--- config.mk ---
export PLATFORM = sky130hd
export DESIGN_NAME = wjsm_div
export DESIGN_NICKNAME = d
export VERILOG_FILES = /design/src/wjsm_pkg.sv /design/src/wjsm_div.sv
export SDC_FILE = /design/constraint.sdc
export NUM_CORES = 1
export LEC_CHECK = 0
export BUFFER_PORTS_ARGS = -buffer_cell sky130_fd_sc_hd__clkbuf_2
export CORE_MARGIN = 2
export CORE_UTILIZATION = 35
export DETAILED_ROUTE_END_ITERATION = 10
export GPL_TIMING_DRIVEN = 0
export HOLD_SLACK_MARGIN = 0.12
export PLACE_DENSITY = 0.59
export SLEW_MARGIN = 20
export SYNTH_ARGS = -nofsm -noshare
export SYNTH_HDL_FRONTEND = slang
export SYNTH_SLANG_ARGS = --single-unit
--- constraint.sdc ---
create_clock -name i_clk -period 4.7 [get_ports i_clk]
set_clock_uncertainty 0.05 [all_clocks]
set_input_delay 1.175 -clock i_clk [delete_from_list [all_inputs] [get_ports i_clk]]
set_output_delay 1.175 -clock i_clk [all_outputs]
set_load 0.1 [all_outputs]
--- src/wjsm_pkg.sv ---
// Shared constants and codes for the weighted Jaccard sorted-merge unit.
`default_nettype none
package wjsm_pkg;
    localparam int ID_BITS     = 31;
    localparam int WIN_BITS    = 20;
    localparam int SUM_BITS    = 31;
    localparam int RATIO_BITS  = 17;
    localparam int CMD_BITS    = 2;

    localparam logic [CMD_BITS-1:0] CMD_LOAD_A  = 2'd0;
    localparam logic [CMD_BITS-1:0] CMD_LOAD_B  = 2'd1;
    localparam logic [CMD_BITS-1:0] CMD_COMPUTE = 2'd2;
endpackage
`default_nettype wire

--- src/wjsm_div.sv ---
// Restoring divider, one quotient bit per cycle, for the fixed-point ratio.
`default_nettype none
module wjsm_div #(
    parameter int FRAC_BITS = 16
) (
    input  wire                                  i_clk,
    input  wire                                  i_rst_n,
    input  wire                                  i_start,
    input  wire  [wjsm_pkg::SUM_BITS-1:0]        i_dividend,
    input  wire  [wjsm_pkg::SUM_BITS-1:0]        i_divisor,
    output logic                                 o_done,
    output logic [wjsm_pkg::RATIO_BITS-1:0]      o_quot
);
    localparam int SB = wjsm_pkg::SUM_BITS;
    localparam int QW = FRAC_BITS + 1;
    localparam int KW = $clog2(QW + 1);
    localparam int RW = (QW > wjsm_pkg::RATIO_BITS) ? QW : wjsm_pkg::RATIO_BITS;

    logic          r_run;
    logic          r_done;
    logic [KW-1:0] r_cnt;
    logic [SB-1:0] r_rem;
    logic [SB-1:0] r_div;
    logic [QW-1:0] r_quot;

    logic [SB:0]   t_val;
    logic [SB:0]   diff;
    logic          ge;
    logic [RW-1:0] quot_ext;

    // First step compares the dividend as is; later steps shift in a zero bit.
    always_comb begin
        t_val = (r_cnt == '0) ? {1'b0, r_rem} : {r_rem, 1'b0};
        ge    = t_val >= {1'b0, r_div};
        diff  = t_val - {1'b0, r_div};
    end

    always_ff @(posedge i_clk) begin
        if (!i_rst_n) begin
            r_run  <= 1'b0;
            r_done <= 1'b0;
            r_cnt  <= '0;
        end else begin
            r_done <= 1'b0;
            if (r_run) begin
                r_rem  <= ge ? diff[SB-1:0] : t_val[SB-1:0];
                r_quot <= {r_quot[QW-2:0], ge};
                if (r_cnt == KW'(QW - 1)) begin
                    r_run  <= 1'b0;
                    r_done <= 1'b1;
                end
                r_cnt <= r_cnt + KW'(1);
            end else if (i_start) begin
                r_rem  <= i_dividend;
                r_div  <= i_divisor;
                r_quot <= '0;
                r_cnt  <= '0;
                // empty union: report zero at once
                if (i_divisor == '0) begin
                    r_done <= 1'b1;
                end else begin
                    r_run <= 1'b1;
                end
            end
        end
    end

    assign quot_ext = RW'(r_quot);
    assign o_quot   = quot_ext[wjsm_pkg::RATIO_BITS-1:0];
    assign o_done   = r_done;
endmodule
`default_nettype wire

==> results.md, run 1 <==
| Metric | This run | Unit |
|:---|:---|:---|
| Total of max-cap violations | 0 | - |
| Reg clk slew, reported paths | 0.07 | ns |
| RD Place Congestion | 0.9157 | - |
| Net count reported at finish | 830 | - |
| Total number of vias | 4993 | - |
| Number of synthesized flops with an enable pin | 79 | - |
| Startpoint type of the worst setup path | flop | - |
| Clock buffer count from CTS | 9 | - |
| Count of cells along the worst register-to-register path | 17 | - |
| Number of instances in the synthesized netlist | 634 | - |
| P_leak | 3.012 | nW |
| Overall routed net length | 15.60 | mm |
| Dpl hpwl | 11.77 | mm |
| Category of the worst setup path capture point | flop | - |
| Mean Syn Cell Area | 8.966 | µm² |
| Total count of hold-check failures in the final report | 0 | - |
| Total global routing track utilization | 18.35 | % |
| Worst reg2reg path startpoint | r_cnt[0] | - |
| First-iteration detailed-routing DRC count | 332 | - |
| Multi-input combinational cell area | 0.002997 | mm² |
| Final-report setup violation count | 0 | - |
| First-pass GRT wire length | 25.23 | mm |
| Number of buffers on the longest clock path | 2 | - |
| Worst vdd rail ir drop | 0.0002397 | V |
| Row count | 46 | - |
| Path type of the worst setup path | reg -> reg | - |
| Vias per inst | 5.245 | - |
| Status | finished, final reports clean | - |
| Count of input and output buffers | 82 | - |
| Main combinational cell family by area after synthesis | simple AND/OR/NAND/NOR gates | - |
| Reg2Reg Capture Point | r_rem[30] | - |
| Maximum achievable frequency | 221.8 | MHz |
| GRT Residual Overflow | 0 | - |
| Sequence of cells on the critical path | inv_1, ha_1, or4b_1, clkbuf_1, clkbuf_4, buf_2, nand2_1, nand2_1, ha_2, a211oi_1, o211ai_1, a31oi_2, o21ai_4, a311oi_2, o21ai_0, nor4b_1, or3_1 | - |
| Hold-fix buffer count after cts | 0 | - |
| Synth top area cells | sky130_fd_sc_hd__edfxtp_1 (42%), sky130_fd_sc_hd__nand2_1 (8.1%), sky130_fd_sc_hd__ha_1 (7.3%), sky130_fd_sc_hd__a21oi_1 (5.9%), sky130_fd_sc_hd__nor2_1 (3.7%) | - |
| Worst slew pin tran | 0.6790 | ns |
| Worst Path Arrival | 4.56 | ns |
| Worst hold slack after final layout | 0.5163 | ns |
| Fin. max-slew vios | 0 | - |
| Net switching component of the power | 0.0009140 | W |
| Setup slack of the most critical reg-to-reg path | 0.19 | ns |
| Most instantiated flip-flop cell in the synthesis netlist | sky130_fd_sc_hd__edfxtp_1 | - |
| Net switching share of the total power | 36.11 | % |
| Crit path launch | r_cnt[0] | - |
| Synth warn | 0 | - |
| Die Area | 0.01728 | mm² |
| Clk sinks | 86 | - |
| Post-synthesis adder-cell area fraction | 7.616 | % |
| Cell family with the largest share of critical-path delay | compound AO/OA/AOI/OAI gates | - |
| ANT cells | 0 | - |
| Growth of design area from synthesis to finish | 20.54 | % |
| Width of the chip | 131.4 | µm |
| Largest net degree at the start of global routing | 23 | - |
| H-tree depth | 3 | - |
| Leading cell types in the layout, fill and taps excluded | sky130_fd_sc_hd__nand2_1 (122), sky130_fd_sc_hd__clkbuf_2 (84), sky130_fd_sc_hd__edfxtp_1 (79), sky130_fd_sc_hd__a21oi_1 (66), sky130_fd_sc_hd__nor2_1 (56) | - |
| Seq pwr share | 36.5 | % |
| Worst path slowest cell | sky130_fd_sc_hd__or4b_1 | - |
| DRC violation count after routing | 0 | - |
| Critical Path Fanout Max | 10 | - |
| Rel. slew slack | 54.73 | % |
| Detailed-routing iteration count for the pre-antenna-repair pass | 7 | - |
| Sequential element share of the synthesized area | 44.20 | % |
| Core footprint | 0.01589 | mm² |
| Storage element area | 0.002512 | mm² |
| Req. time, crit path | 4.75 | ns |
| Clock tree from TritonCTS | built | - |
| Total I/O pin count | 83 | - |
| Class of the tightest hold or removal check | reg -> reg | - |
| Post-Synth XOR/XNOR Area | 3.852 | % |
| Die span in y | 131.4 | µm |
| Filler cell count | 1633 | - |
| Number of global-route vias before repair | 5060 | - |
| Comb power frac | 35.2 | % |
| Final critical path time including I/O delays and setup | 4.508 | ns |
| Area share of and/or/nand/nor cells after synthesis | 21.42 | % |
| Placed Cells incl. Taps | 935 | - |
| Total standard cell area after synthesis | 0.005684 | mm² |
| Initial antenna violation count | 0 | - |
| Top cell type's share of synthesized area | 41.73 | % |
| WP depth | 17 | - |
| Compound-cell area share of the yosys netlist | 15.03 | % |
| Effective utilization at floorplan | 35.78 | % |
| Clock root buffer | sky130_fd_sc_hd__clkbuf_16 | - |
| Final cell count without fillers | 952 | - |
| Fraction of power consumed by the clock network | 28.3 | % |
| Critical path buffer and inverter count | 4 | - |
| Clock network latency to the later pin of the worst-skew pair | 0.36 | ns |
| Proportion of register bits with asynchronous set or reset after synthesis | 0 | % |
| Final non-filler cell area | 0.006852 | mm² |
| Endpoint of the most critical setup path | r_rem[30] | - |
| Maximum cell stage delay along the critical path | 0.44 | ns |
| Most common cell after layout, fill and taps aside | sky130_fd_sc_hd__nand2_1 | - |
| Leading area contributor after synthesis | sky130_fd_sc_hd__edfxtp_1 | - |
| Wire length per cell after detailed routing | 16.38 | µm |
| Number of routed nets with antenna violations | 0 | - |
| Synthesized net count | 733 | - |
| Cell Pwr Density | 369.4 | mW/mm² |
| Cell area after placement | 0.006456 | mm² |
| Cell seen most often among critical-path stages | sky130_fd_sc_hd__nand2_1 | - |
| Fraction of layout instances using a drive strength above 1 | 17.80 | % |
| Internal portion of total power | 0.001617 | W |
| Number of unique standard cell types used by synthesis | 50 | - |
| Portion of the clock cycle consumed by the worst path in the final layout | 95.92 | % |
| Start point of the worst hold path | o_quot[13] | - |
| Portion of netlist area occupied by mux cells | 3.214 | % |
| Flops & latches, synth | 86 | - |
==> worst min-delay path by stage <==
stage	endpoint	cells after the start
floorplan	r_cnt[0]	2
global placement	o_quot[13]	1
detailed placement	o_quot[15]	1
CTS	o_quot[1]	1
global route	o_quot[1]	1
finish	o_quot[14]	1
==> cells in the mapped netlist, types with 3 or more instances <==
library cell,count
sky130_fd_sc_hd__nand2_1,122
sky130_fd_sc_hd__clkbuf_1,21
sky130_fd_sc_hd__edfxtp_1,79
sky130_fd_sc_hd__nor4_1,9
sky130_fd_sc_hd__ha_1,33
sky130_fd_sc_hd__and3_1,8
sky130_fd_sc_hd__mux2i_1,16
sky130_fd_sc_hd__and2_1,21
sky130_fd_sc_hd__nand3_1,9
sky130_fd_sc_hd__inv_1,39
sky130_fd_sc_hd__o211ai_1,3
sky130_fd_sc_hd__xnor2_1,19
sky130_fd_sc_hd__a31oi_1,6
sky130_fd_sc_hd__a21o_1,14
sky130_fd_sc_hd__o21ai_0,26
sky130_fd_sc_hd__xor2_1,6
sky130_fd_sc_hd__a21boi_0,4
sky130_fd_sc_hd__nor2_1,56
sky130_fd_sc_hd__and4_1,4
sky130_fd_sc_hd__dfxtp_1,7
sky130_fd_sc_hd__a21oi_1,67
sky130_fd_sc_hd__a311oi_1,3
sky130_fd_sc_hd__nor3_1,7
sky130_fd_sc_hd__nor2b_1,6
sky130_fd_sc_hd__nand4_1,7
sky130_fd_sc_hd__a211oi_1,6
==> worst reg2reg max path, delay by kind of cell, from the launching register on <==
kind	cells	cell delay, ns
buf+inv	4	0.72
flops	1	0.36
simple gates	5	1.16
fa+ha+maj	2	0.51
compound gates	6	1.43
==> state kept, by name (all words and copies together), names as in the netlist <==
register / count
r_run: 1
o_quot: 17
r_div: 31
o_done: 1
r_rem: 31
r_cnt: 5
==> stage by stage <==
step / utilization (%) / setup TNS (ns) / power [W] / setup slack, ns
2_1_floorplan: - / 0 / 0.001572 / 0.5907
5_1_grt: 43.13 / -0.004167 / 0.002682 / -0.002475
3_3_place_gp: 40.07 / -33.19 / 0.001766 / -0.5723
3_5_place_dp: 40.64 / -10.15 / 0.001788 / -0.5490
4_1_cts: 42.64 / -0.2315 / 0.002514 / -0.1083
6_report: 43.13 / 0 / 0.002531 / 0.1920
==> timing repair <==
item,in CTS,in global routing
pin swaps,0,4
buffers inserted,0,1
cloned,0,1
gates resized for setup,5,19
setup endpoints to repair,32,32
==> layout make-up <==
class	instances	area share, %
Inverter	39	2.137
Buffer	25	1.808
Clock inverter	7	1.114
Timing Repair Buffer	86	7.305
Sequential cell	86	36.67
Clock buffer	9	3.287
Tap cell	216	3.944
Multi-Input combinational cell	484	43.74
==> logic make-up after synthesis <==
kind of cell / after synthesis
AOI/OAI and AO/OA: 143
and+or+nand+nor: 263
xor gates and xnor gates: 25
buffers and inverters: 65
muxes: 18
DFF: 86
adders and majority gates: 34
==> power groups by stage <==
stage	clock network [W]	registers, W	logic [W]
3_3_place_gp	0	0.000941	0.000825
6_report	0.000717	0.000923	0.000891
3_5_place_dp	0	0.000940	0.000848
5_1_grt	0.000773	0.000928	0.000981
4_1_cts	0.000737	0.000923	0.000854
2_1_floorplan	0	0.000996	0.000576
==> routing by layer <==
metal / wire length [µm] / vias to the layer above / global-route usage (%)
met5: 0 / - / 0
met4: 330 / 0 / 6.099
met3: 958 / 25 / 4.360
met2: 7150 / 199 / 29.73
met1: 7157 / 2319 / 24.15
li1: - / 2450 / -
No activity file was read; power rests on OpenSTA's default activity.
==> inputs of run 2 (changes only) <==
Settings changed: CELL_PAD_IN_SITES_DETAIL_PLACEMENT set to 2, CELL_PAD_IN_SITES_GLOBAL_PLACEMENT set to 2, PLACE_DENSITY 0.59 to 0.86.
==> results.md, run 2 (synthesis results as in run 1) <==
| Metric | This run | Unit |
|:---|:---|:---|
| Clock tree from TritonCTS | built | - |
| Final Worst Setup Slack | 0.1425 | ns |
| Most common cell after layout, fill and taps aside | sky130_fd_sc_hd__nand2_1 | - |
| Clock root buffer | sky130_fd_sc_hd__clkbuf_16 | - |
| Portion of the clock cycle consumed by the worst path in the final layout | 96.97 | % |
| Vias per inst | 5.569 | - |
| DRC violation count after routing | 0 | - |
| Net count reported at finish | 835 | - |
| Req. time, crit path | 4.76 | ns |
| Maximum achievable frequency | 219.4 | MHz |
| Comb power frac | 37.3 | % |
| Die Area | 0.01728 | mm² |
| Rel. slew slack | 52.93 | % |
| First-iteration detailed-routing DRC count | 255 | - |
| Overall routed net length | 21.60 | mm |
| Endpoint of the most critical setup path | r_rem[30] | - |
| Count of cells along the worst register-to-register path | 18 | - |
| Startpoint type of the worst setup path | flop | - |
| Path type of the worst setup path | reg -> reg | - |
| Fraction of layout instances using a drive strength above 1 | 18.76 | % |
| P_leak | 3.053 | nW |
| Worst slack at placement | -0.7323 | ns |
| GRT Residual Overflow | 0 | - |
| Seq pwr share | 34.6 | % |
| Core footprint | 0.01589 | mm² |
| Total number of vias | 5330 | - |
| Total count of hold-check failures in the final report | 0 | - |
| Row count | 46 | - |
| Fraction of power consumed by the clock network | 28.0 | % |
| Net switching share of the total power | 38.79 | % |
| Status | finished, final reports clean | - |
| Growth of design area from synthesis to finish | 21.57 | % |
| Count of input and output buffers | 82 | - |
| Sum of negative setup slack | 0 | ns |
| Overall Power | 0.002670 | W |
| Crit path launch | r_cnt[1] | - |
| Largest net degree at the start of global routing | 28 | - |
| Number of buffers on the longest clock path | 2 | - |
| Critical Path Fanout Max | 10 | - |
| Total global routing track utilization | 25.33 | % |
| Net switching component of the power | 0.001036 | W |
| Worst hold slack after final layout | 0.5146 | ns |
| Total I/O pin count | 83 | - |
| Final critical path time including I/O delays and setup | 4.557 | ns |
| Hold-fix buffer count after cts | 0 | - |
| Worst vdd rail ir drop | 0.0002104 | V |
| Class of the tightest hold or removal check | reg -> reg | - |
| Setup slack of the most critical reg-to-reg path | 0.14 | ns |
| Worst reg2reg path startpoint | r_cnt[1] | - |
| First-pass GRT wire length | 33.82 | mm |
| Utilization of the core after routing | 43.50 | % |
| Final-report setup violation count | 0 | - |
| Total of max-cap violations | 0 | - |
| Number of global-route vias before repair | 5942 | - |
| H-tree depth | 3 | - |
| Fin. max-slew vios | 0 | - |
| ANT cells | 0 | - |
| Leading cell types in the layout, fill and taps excluded | sky130_fd_sc_hd__nand2_1 (122), sky130_fd_sc_hd__clkbuf_2 (85), sky130_fd_sc_hd__edfxtp_1 (79), sky130_fd_sc_hd__a21oi_1 (65), sky130_fd_sc_hd__nor2_1 (56) | - |
| Effective utilization at floorplan | 35.78 | % |
| Clk sinks | 86 | - |
| Wire length per cell after detailed routing | 22.57 | µm |
| Initial antenna violation count | 0 | - |
| Clock network latency to the later pin of the worst-skew pair | 0.37 | ns |
| Number of routed nets with antenna violations | 0 | - |
| Cell Pwr Density | 386.4 | mW/mm² |
| Dpl hpwl | 15.46 | mm |
| Reg clk slew, reported paths | 0.08 | ns |
| Die span in y | 131.4 | µm |
| RD Place Congestion | 0.8650 | - |
| Worst slew pin tran | 0.7060 | ns |
| Reg2Reg Capture Point | r_rem[30] | - |
| Clock buffer count from CTS | 9 | - |
| Width of the chip | 131.4 | µm |
| Category of the worst setup path capture point | flop | - |
| Detailed-routing iteration count for the pre-antenna-repair pass | 5 | - |
| Worst Path Arrival | 4.62 | ns |
| Internal portion of total power | 0.001634 | W |
[run 2: final cells by class]
cell class | instances | area, µm²
Buffer | 25 | 132.6
Multi-Input combinational cell | 484 | 3014
Timing Repair Buffer | 91 | 530.5
Inverter | 39 | 146.4
Clock buffer | 9 | 225.2
Clock inverter | 7 | 78.83
Sequential cell | 86 | 2512
Fill cell | 1777 | 8975
Tap cell | 216 | 270.3
[run 2: worst min path at each step]
| stage | depth (start not counted) | endpoint | from |
|---|---|---|---|
| after CTS | 1 | o_quot[16] | o_quot[15] |
| after global placement | 1 | o_quot[8] | o_quot[7] |
| after detailed placement | 1 | o_quot[16] | o_quot[15] |
| after floorplan | 2 | r_cnt[0] | r_cnt[0] |
| after global routing | 1 | o_quot[2] | o_quot[1] |
| final | 1 | o_quot[16] | o_quot[15] |
[run 2: worst max-delay path, cell delays in order (launching register included)]
cell and delay [ns]:
sky130_fd_sc_hd__dfxtp_1 0.34, sky130_fd_sc_hd__inv_1 0.09, sky130_fd_sc_hd__ha_1 0.20, sky130_fd_sc_hd__or4b_1 0.44
sky130_fd_sc_hd__clkbuf_1 0.19, sky130_fd_sc_hd__buf_4 0.24, sky130_fd_sc_hd__clkbuf_4 0.24, sky130_fd_sc_hd__nand2_1 0.14
sky130_fd_sc_hd__nand2_1 0.09, sky130_fd_sc_hd__ha_1 0.46, sky130_fd_sc_hd__and3_1 0.23, sky130_fd_sc_hd__and3_1 0.23
sky130_fd_sc_hd__nand4_1 0.12, sky130_fd_sc_hd__nor2_1 0.32, sky130_fd_sc_hd__a22oi_2 0.16, sky130_fd_sc_hd__buf_4 0.18
sky130_fd_sc_hd__nand3_1 0.08, sky130_fd_sc_hd__o21ai_0 0.12, sky130_fd_sc_hd__or3_1 0.35
[run 2: metal layers]
| metal | global-route usage [%] | up-vias | wire length [µm] |
|---|---|---|---|
| li1 | - | 2474 | - |
| met1 | 29.98 | 2664 | 8899 |
| met2 | 45.61 | 154 | 11070 |
| met3 | 3.395 | 38 | 921 |
| met4 | 11.29 | 0 | 708 |
| met5 | 0 | - | 0 |
[run 2: timing repair]
action | 4_1_cts | 5_1_grt
gates cloned | 0 | 1
pin swaps | 2 | 4
gates resized for setup | 17 | 13
setup buffers | 2 | 4
endpoints found under the setup margin | 32 | 32
[run 2: power by group through the flow]
stage / Clock, W / Sequential, W / Combinational [W]
3_3_place_gp: 0 / 0.000940 / 0.000845
5_1_grt: 0.000781 / 0.000930 / 0.00108
6_report: 0.000748 / 0.000925 / 0.000997
2_1_floorplan: 0 / 0.000996 / 0.000576
3_5_place_dp: 0 / 0.000942 / 0.000904
4_1_cts: 0.000761 / 0.000925 / 0.000954
[run 2: stage by stage]
step	std cells	cell area (µm²)
after floorplan	634	5684
after global placement	932	6365
after detailed placement	935	6449
after CTS	953	6834
after global routing	957	6910
final	957	6910
